--- src/hdl/rc4_pkg.sv ---
// Shared constants and types for the RC4 stream cipher.
`timescale 1ns / 1ps

package rc4_pkg;

   localparam int STATE_SIZE_DEF = 256;
   localparam int MAX_KEY_DEF    = 256;
   localparam int CMD_W          = 2;
   localparam int BYTE_W         = 8;

   typedef enum logic [CMD_W-1:0] {
      CMD_KEY_LOAD = 2'd0,
      CMD_SCHEDULE = 2'd1,
      CMD_CIPHER   = 2'd2,
      CMD_NONE     = 2'd3
   } command_type;

   typedef struct packed {
      logic              load;
      logic [BYTE_W-1:0] load_byte;
      logic              restart;
      logic              advance;
   } key_ctrl_type;

endpackage

--- src/hdl/rc4_key_store.sv ---
// Key byte store with length tracking and cyclic read-out for the key schedule.
`timescale 1ns / 1ps

module rc4_key_store #(
   parameter int STATE_SIZE    = rc4_pkg::STATE_SIZE_DEF,
   parameter int MAX_KEY_BYTES = rc4_pkg::MAX_KEY_DEF
) (
   input  logic                          clock,
   input  logic                          reset,
   input  rc4_pkg::key_ctrl_type         ctrl,
   output logic [$clog2(STATE_SIZE)-1:0] key_byte
);
   import rc4_pkg::*;

   localparam int PW  = $clog2(STATE_SIZE);
   localparam int KLW = $clog2(MAX_KEY_BYTES + 1);
   localparam int KAW = (MAX_KEY_BYTES > 1) ? $clog2(MAX_KEY_BYTES) : 1;

   logic [PW-1:0]  key_mem [MAX_KEY_BYTES];
   logic [PW-1:0]  rd_ff;
   logic [KLW-1:0] len_ff, len_in;
   logic [KLW-1:0] kidx_ff, kidx_in;
   logic           fresh_ff, fresh_in;
   logic [KLW-1:0] len_base;
   logic [KLW-1:0] kidx_inc;
   logic           wr_en;

   function automatic logic [PW-1:0] reduce(input logic [BYTE_W-1:0] v);
      logic [16:0] r;
      logic [16:0] d;
      r = 17'(v);
      for (int k = 7; k >= 0; k--) begin
         d = 17'(STATE_SIZE) << k;
         if (r >= d) r = r - d;
      end
      return r[PW-1:0];
   endfunction

   always_comb begin
      len_base = fresh_ff ? '0 : len_ff;
      kidx_inc = KLW'(kidx_ff + 1'b1);
      len_in   = len_ff;
      fresh_in = fresh_ff;
      kidx_in  = kidx_ff;
      wr_en    = 1'b0;
      if (ctrl.load) begin
         fresh_in = 1'b0;
         len_in   = len_base;
         if (len_base < KLW'(MAX_KEY_BYTES)) begin
            wr_en  = 1'b1;
            len_in = KLW'(len_base + 1'b1);
         end
      end
      if (ctrl.restart) begin
         fresh_in = 1'b1;
         kidx_in  = '0;
      end else if (ctrl.advance && len_ff != '0) begin
         kidx_in = (kidx_inc == len_ff) ? '0 : kidx_inc;
      end
   end

   always_ff @(posedge clock) begin
      if (reset) begin
         len_ff   <= '0;
         fresh_ff <= 1'b1;
         kidx_ff  <= '0;
      end else begin
         len_ff   <= len_in;
         fresh_ff <= fresh_in;
         kidx_ff  <= kidx_in;
      end
   end

   always_ff @(posedge clock) begin
      if (wr_en) key_mem[len_base[KAW-1:0]] <= reduce(ctrl.load_byte);
      if (ctrl.advance) rd_ff <= key_mem[kidx_ff[KAW-1:0]];
   end

   assign key_byte = (len_ff == '0) ? '0 : rd_ff;

endmodule

--- src/hdl/rc4_stream_cipher.sv ---
// Top level of the RC4 stream cipher: sequencer and permutation RAM.
`timescale 1ns / 1ps

// RC4 stream cipher. Command 0 appends a key byte (the first byte after a schedule
// starts a new key, bytes past MAX_KEY_BYTES are dropped). Command 1 runs the key
// schedule: it refills the table with identity, then takes each entry through KS_READ,
// KS_J, KS_SWAP and KS_DONE. Command 2 ciphers a byte: three dependent reads and a
// two-entry swap go through the single read port and single write port of the
// permutation RAM. req_ready is low during both commands. The result sits in an output
// register, so a new byte is taken while it waits. After reset the table is filled
// with identity with req_ready low.
module rc4_stream_cipher #(
   parameter int STATE_SIZE    = rc4_pkg::STATE_SIZE_DEF,
   parameter int MAX_KEY_BYTES = rc4_pkg::MAX_KEY_DEF
) (
   input  logic                         clock,
   input  logic                         reset,
   input  logic                         req_valid,
   output logic                         req_ready,
   input  logic [rc4_pkg::CMD_W-1:0]    req_command,
   input  logic [rc4_pkg::BYTE_W-1:0]   req_data_byte,
   output logic                         rsp_valid,
   input  logic                         rsp_ready,
   output logic [rc4_pkg::BYTE_W-1:0]   rsp_out_byte
);
   import rc4_pkg::*;

   localparam int PW = $clog2(STATE_SIZE);
   localparam int SW = PW + 2;
   localparam logic [PW-1:0] LAST = PW'(STATE_SIZE - 1);

   typedef enum logic [9:0] {
      ST_INIT     = 10'b0000000001,
      ST_IDLE     = 10'b0000000010,
      ST_GEN_J    = 10'b0000000100,
      ST_GEN_SWAP = 10'b0000001000,
      ST_GEN_OUT  = 10'b0000010000,
      ST_FILL     = 10'b0000100000,
      ST_KS_READ  = 10'b0001000000,
      ST_KS_J     = 10'b0010000000,
      ST_KS_SWAP  = 10'b0100000000,
      ST_KS_DONE  = 10'b1000000000
   } state_type;

   state_type         state_ff, state_in;
   logic [PW-1:0]     i_ff, i_in;
   logic [PW-1:0]     j_ff, j_in;
   logic [PW-1:0]     n_ff, n_in;
   logic [PW-1:0]     pa_ff, pa_in;
   logic [PW-1:0]     pb_ff, pb_in;
   logic [PW-1:0]     t_ff, t_in;
   logic [BYTE_W-1:0] data_ff, data_in;
   logic              rsp_valid_ff, rsp_valid_in;
   logic [BYTE_W-1:0] rsp_out_byte_ff, rsp_out_byte_in;

   logic [PW-1:0]     perm_mem [STATE_SIZE];
   logic [PW-1:0]     prd_ff;
   logic              re, we;
   logic [PW-1:0]     ra, wa, wd;
   logic [PW-1:0]     ks;
   logic [PW-1:0]     key_byte;
   key_ctrl_type      key_ctrl;
   logic              accept;

   function automatic logic [PW-1:0] inc_mod(input logic [PW-1:0] a);
      return (a == LAST) ? '0 : PW'(a + 1'b1);
   endfunction

   function automatic logic [PW-1:0] add_mod(input logic [PW-1:0] a, input logic [PW-1:0] b,
                                            input logic [PW-1:0] c);
      logic [SW-1:0] s;
      s = SW'(a) + SW'(b) + SW'(c);
      if (s >= SW'(STATE_SIZE)) s = s - SW'(STATE_SIZE);
      if (s >= SW'(STATE_SIZE)) s = s - SW'(STATE_SIZE);
      return s[PW-1:0];
   endfunction

   rc4_key_store #(
      .STATE_SIZE    (STATE_SIZE),
      .MAX_KEY_BYTES (MAX_KEY_BYTES)
   ) u_key_store (
      .clock    (clock),
      .reset    (reset),
      .ctrl     (key_ctrl),
      .key_byte (key_byte)
   );

   assign req_ready    = (state_ff == ST_IDLE);
   assign accept       = req_valid && req_ready;
   assign rsp_valid    = rsp_valid_ff;
   assign rsp_out_byte = rsp_out_byte_ff;

   always_comb begin
      state_in        = state_ff;
      i_in            = i_ff;
      j_in            = j_ff;
      n_in            = n_ff;
      pa_in           = pa_ff;
      pb_in           = pb_ff;
      t_in            = t_ff;
      data_in         = data_ff;
      rsp_valid_in    = rsp_valid_ff && !rsp_ready;
      rsp_out_byte_in = rsp_out_byte_ff;
      re              = 1'b0;
      we              = 1'b0;
      ra              = '0;
      wa              = '0;
      wd              = '0;
      ks              = prd_ff;
      key_ctrl        = '0;
      unique case (state_ff)
         ST_INIT, ST_FILL: begin
            we   = 1'b1;
            wa   = n_ff;
            wd   = n_ff;
            n_in = inc_mod(n_ff);
            if (n_ff == LAST) state_in = (state_ff == ST_INIT) ? ST_IDLE : ST_KS_READ;
         end
         ST_IDLE: begin
            if (accept) begin
               unique case (req_command)
                  CMD_KEY_LOAD: begin
                     key_ctrl.load      = 1'b1;
                     key_ctrl.load_byte = req_data_byte;
                  end
                  CMD_SCHEDULE: begin
                     key_ctrl.restart = 1'b1;
                     n_in             = '0;
                     j_in             = '0;
                     state_in         = ST_FILL;
                  end
                  CMD_CIPHER: begin
                     i_in     = inc_mod(i_ff);
                     re       = 1'b1;
                     ra       = i_in;
                     data_in  = req_data_byte;
                     state_in = ST_GEN_J;
                  end
                  default: ;
               endcase
            end
         end
         ST_GEN_J: begin
            pa_in    = prd_ff;
            j_in     = add_mod(j_ff, prd_ff, '0);
            re       = 1'b1;
            ra       = j_in;
            state_in = ST_GEN_SWAP;
         end
         ST_GEN_SWAP: begin
            pb_in    = prd_ff;
            we       = 1'b1;
            wa       = i_ff;
            wd       = prd_ff;
            t_in     = add_mod(pa_ff, prd_ff, '0);
            re       = 1'b1;
            ra       = t_in;
            state_in = ST_GEN_OUT;
         end
         ST_GEN_OUT: begin
            we = 1'b1;
            wa = j_ff;
            wd = pa_ff;
            if (t_ff == j_ff)      ks = pa_ff;
            else if (t_ff == i_ff) ks = pb_ff;
            if (!rsp_valid_ff || rsp_ready) begin
               rsp_valid_in    = 1'b1;
               rsp_out_byte_in = data_ff ^ BYTE_W'(ks);
               state_in        = ST_IDLE;
            end
         end
         ST_KS_READ: begin
            re               = 1'b1;
            ra               = n_ff;
            key_ctrl.advance = 1'b1;
            state_in         = ST_KS_J;
         end
         ST_KS_J: begin
            pa_in    = prd_ff;
            j_in     = add_mod(j_ff, prd_ff, key_byte);
            re       = 1'b1;
            ra       = j_in;
            state_in = ST_KS_SWAP;
         end
         ST_KS_SWAP: begin
            pb_in    = prd_ff;
            we       = 1'b1;
            wa       = n_ff;
            wd       = prd_ff;
            state_in = ST_KS_DONE;
         end
         ST_KS_DONE: begin
            we   = 1'b1;
            wa   = j_ff;
            wd   = pa_ff;
            n_in = inc_mod(n_ff);
            if (n_ff == LAST) begin
               i_in     = '0;
               j_in     = '0;
               state_in = ST_IDLE;
            end else begin
               state_in = ST_KS_READ;
            end
         end
         default: state_in = ST_IDLE;
      endcase
   end

   always_ff @(posedge clock) begin
      if (reset) begin
         state_ff     <= ST_INIT;
         i_ff         <= '0;
         j_ff         <= '0;
         n_ff         <= '0;
         rsp_valid_ff <= 1'b0;
      end else begin
         state_ff     <= state_in;
         i_ff         <= i_in;
         j_ff         <= j_in;
         n_ff         <= n_in;
         rsp_valid_ff <= rsp_valid_in;
      end
   end

   always_ff @(posedge clock) begin
      pa_ff           <= pa_in;
      pb_ff           <= pb_in;
      t_ff            <= t_in;
      data_ff         <= data_in;
      rsp_out_byte_ff <= rsp_out_byte_in;
   end

   always_ff @(posedge clock) begin
      if (we) perm_mem[wa] <= wd;
      if (re) prd_ff <= perm_mem[ra];
   end

endmodule

--- config.mk ---
export PLATFORM = sky130hd
export DESIGN_NAME = rc4_stream_cipher
export DESIGN_NICKNAME = d
export VERILOG_FILES = /design/src/hdl/rc4_pkg.sv /design/src/hdl/rc4_key_store.sv /design/src/hdl/rc4_stream_cipher.sv
export SDC_FILE = /design/constraint.sdc
export NUM_CORES = 2
export LEC_CHECK = 0
export BUFFER_PORTS_ARGS = -buffer_cell sky130_fd_sc_hd__clkbuf_2
export CAP_MARGIN = 40
export CORE_ASPECT_RATIO = 0.7
export CORE_UTILIZATION = 25
export CTS_CLUSTER_DIAMETER = 50
export CTS_CLUSTER_SIZE = 30
export DETAILED_ROUTE_END_ITERATION = 8
export PLACE_DENSITY = 0.38
export SYNTH_ARGS = -nofsm -noshare
export SYNTH_HDL_FRONTEND = slang
export SYNTH_SLANG_ARGS = --single-unit
--- constraint.sdc ---
create_clock -name clock -period 8.9 [get_ports clock]
set_input_delay 0.89 -clock clock [delete_from_list [all_inputs] [get_ports clock]]
set_output_delay 0.89 -clock clock [all_outputs]
set_load 0.01 [all_outputs]
==> metrics.md <==
| Metric | Value |
|---|---|
| Clock Latency Late Sink | 1.07 ns |
| Drt pass-1 iters | 8 |
| Hold path cells | 1 |
| Met1 Usage GRT | 27.1% |
| Syn Inst Count | 9,907 |
| Overall Power | 42.5 mW |
| Mean post-synth cell area | 16.9 um2 |
| Core area | 0.668 mm2 |
| Hold Violations, Final | 0 |
| Total track usage | 17.4% |
| Origin of the critical flop-to-flop path | u_key_store.len_ff[2] |
| Post-synthesis async set-or-reset flop share | 0% |
| Layout cells sized above 1 | 21.0% |
| RSZ-0062 raised after global routing | no |
| Slew headroom | 2.90% |
| I/O Pins | 24 |
| Fill cell count | 65,700 |
| Busiest layer in global routing | met1 |
| Largest net degree at the start of global routing | 177 |
| Synthesis-to-finish area growth | 18.1% |
| CTS Root Cell | clkbuf_16 |
| Die area | 0.673 mm2 |
| Drt drc | 12 |
| CP required | 9.70 ns |
| Vert. Die Dim | 687 um |
| Worst IR Drop VDD | 0.152 mV |
| Cell area after placement | 0.182 mm2 |
| Post-synth top flop | edfxtp_1 |
| Switching Fraction | 23.0% |
| Critical R2R Capture | prd_ff[3] |
| Hold WC Path Type | input pin to flop |
| Achievable Freq | 145 MHz |
| Total gr overflow | 0 |
| Multi-input logic area | 0.0391 mm2 |
| Via count | 97,800 |
| DRT Wirelength | 604 mm |
| Post-CTS setup buffer count | 0 |
| Kind of critical path | flop to flop |
| Place WS | 2.21 ns |
| Starting Density | 25.1% |
| CTS Sinks | 4,206 |
| Detailed Route Iter0 Violations | 12,200 |
| Status | finished with violations |
| Fin cells | 19,700 |
| Clock share of power | 46.7% |
| Final setup viols | 0 |
| Hold_sp | req_data_byte[5] |
| Worst Hold End | data_ff[5] |
| Number of synthesized register bits | 4,206 |
| GR Layer Usage met2 | 24.3% |
| Vias per cell | 4.97 |
| Critical path peak fanout | 74 |
| Total CTS buffers | 444 |
| DP HPWL | 381 mm |
| Post-Syn Nets | 9,952 |
| Antenna-violating nets left | 0 |
| CP arrival | 7.69 ns |
| GPL Wtd Cong | 0.856 |
| Clock-pin slew on the worst setup and hold paths | 0.07 ns |
| Post-Syn Area | 0.168 mm2 |
| Worst-Margin Slew | 1.46 ns |
| Int Pwr | 32.7 mW |
| Slack of the critical path | 2.01 ns |
| Reg area | 0.126 mm2 |
| # rows | 251 |
| Slack of the worst reg-to-reg path | 2.01 ns |
| Leakage | 56.3 nW |
| Unique masters post-synth | 96 |
| Layout Skew | 0.0639 ns |
| Switching power total | 9.77 mW |
| Final Instance Area | 0.198 mm2 |
| Slew Limit Fails | 0 |
| Met3 Usage GRT | 4.05% |
| Reg power frac | 51.1% |
| Worst-case clock buffer depth | 4 |
| Initial antenna violation count | 61 |
| Ys Warns | 0 |
| Startpoint types | flop |
| Minimum clock period | 6.89 ns |
| Die Width | 980 um |
| Crit share post-route | 77.4% |
| Avg WL per Cell | 30.7 um |
| IO Port Bufs | 23 |
| Max Cap Viol | 0 |
| Final net count | 10,400 |
| Crit. End Element | flop |
| Placed cells | 18,800 |
| Setup TNS | 0 ns |
| First-pass GRT wire length | 824 mm |
| PD cells | 215 mW/mm2 |
| Number of global-route vias before repair | 95,300 |
| Register area share after synthesis | 75.1% |
| CTS tree | yes |
| R2R depth | 17 |
| Max H-tree Level | 5 |
| Combinational power share | 2.1% |
| Post-synth EDFFs | 4,152 |
| Violated checks | design-rule violations |
-- per-layer routing --
metal  up-vias  part of all wire [%]
li1      40100                     -
met1     52600                    48
met2      4316                    41
met3       705                   9.0
met4         4                   2.0
met5         -                 0.034
-- cell type report --
| type | count | share of cell area (%) |
|---|---|---|
| Clock buffer | 477 | 5.75 |
| Clock inverter | 361 | 2.09 |
| Multi-Input combinational cell | 5040 | 19.8 |
| Tap cell | 8855 | 5.60 |
| Inverter | 20 | 0.0531 |
| Timing Repair Buffer | 673 | 3.16 |
| Sequential cell | 4206 | 63.6 |
| Antenna cell | 22 | 0.0278 |
-- synth_stat cells (25+ instances only) --
library cell / n / area (um2)
and2_1: 25 / 156
nor4_1: 25 / 156
mux2i_1: 212 / 2120
nor3_1: 27 / 135
a21o_1: 29 / 218
nand3_1: 476 / 2380
buf_4: 36 / 270
clkbuf_1: 276 / 1040
nand2_1: 1455 / 5460
a211oi_1: 162 / 1220
buf_1: 78 / 293
edfxtp_1: 4152 / 125000
xor2_1: 31 / 272
o22ai_1: 25 / 156
a31oi_1: 151 / 945
nor2b_1: 25 / 156
buf_2: 224 / 1120
a21oi_1: 250 / 1250
dfxtp_1: 54 / 1080
xnor2_1: 41 / 359
mux4_2: 683 / 15400
and3_1: 160 / 1000
buf_6: 26 / 293
a32oi_1: 33 / 289
o21ai_0: 96 / 480
a311oi_1: 49 / 429
ha_1: 28 / 350
nor2_1: 676 / 2540
a22oi_1: 106 / 796
-- power by group through the flow --
| stage | Sequential (mW) | Clock, mW | Combinational [mW] |
|---|---|---|---|
| final | 21.7 | 19.9 | 0.902 |
| after global routing | 21.7 | 20.9 | 0.934 |
| after CTS | 21.7 | 20.3 | 0.892 |
| after detailed placement | 22.2 | 0 | 0.892 |
| after global placement | 22.2 | 0 | 0.880 |
| after floorplan | 22.2 | 0 | 0.390 |
-- state kept, by name, summed over array words and instances, names as in the netlist, 9 cells and up --
| signal | count |
|---|---|
| u_key_store.len_ff | 9 |
| state_ff | 10 |
| u_key_store.kidx_ff | 9 |
| perm_mem | 2048 |
| u_key_store.key_mem | 2048 |
-- repair_timing --
action                    in CTS  in global routing
hold endpoints to repair       4                  0
resized for setup              0                  0
hold buffers                   4                  0
-- per-stage QoR --
step	utilization, %	hold WS [ns]
floorplan	-	0.477
global placement	26.8	0.521
detailed placement	27.3	0.541
CTS	29.6	0.00591
global route	29.6	0.0461
finish	29.6	0.108
-- logic make-up after synthesis --
logic type,count (synthesis),synth area share (%)
compound gates,1078,4.39
xor+xnor,72,0.376
fa+ha+maj,31,0.245
buf+inv,661,1.85
flops,4206,75.1
mux,899,10.5
simple gates,2960,7.60
-- cell usage in the layout, fill, tap and decap left out, drive strengths merged, types with 16 or more instances in the layout --
master / Yosys / layout
edfxtp: 4152 / 4152
nor2: 679 / 679
clkbuf: 277 / 503
nor3: 29 / 29
a311oi: 49 / 49
a211oi: 163 / 163
a22oi: 106 / 106
buf: 364 / 640
nand2: 1458 / 1458
dfxtp: 54 / 54
and3: 160 / 160
xnor2: 41 / 41
nor4: 26 / 26
a31oi: 151 / 151
o22ai: 25 / 25
mux2i: 212 / 212
clkinv: 1 / 119
o211ai: 16 / 16
bufinv: 0 / 42
ha: 28 / 28
a21o: 29 / 29
nor2b: 25 / 25
xor2: 31 / 31
inv: 19 / 162
and2: 26 / 26
clkinvlp: 0 / 58
diode: 0 / 22
o31a: 21 / 21
mux4: 683 / 683
nand3: 479 / 479
a32oi: 33 / 33
nand4: 23 / 23
o21ai: 101 / 101
a21oi: 251 / 251
-- how the worst max path moves through the flow --
stage / from / end / slack [ns] / cells after the start
2_1_floorplan: state_ff[2] / u_key_store.key_mem[0][0] / 2.51 / 6
3_3_place_gp: u_key_store.len_ff[2] / prd_ff[7] / 0.35 / 18
3_5_place_dp: u_key_store.len_ff[2] / prd_ff[7] / 2.21 / 17
4_1_cts: u_key_store.len_ff[2] / prd_ff[7] / 2.17 / 17
5_1_grt: u_key_store.len_ff[2] / prd_ff[3] / 1.83 / 17
6_report: u_key_store.len_ff[2] / prd_ff[3] / 2.01 / 17
-- worst max-delay path, cell delays in order (launching register included) --
cell	delay, ns
dfxtp_1	0.49
nor4_1	0.54
nand3_1	0.38
and2_1	0.29
ha_1	0.22
fa_1	0.47
xnor2_1	0.23
nor2_1	0.10
a32oi_4	0.30
and2_4	0.67
buf_12	0.40
nand2_1	0.10
nand3_1	0.12
a21oi_1	0.07
o21ai_0	0.64
nand3_1	0.69
and3_1	0.40
o41ai_1	0.36
No activity file was read; power rests on OpenSTA's default activity.
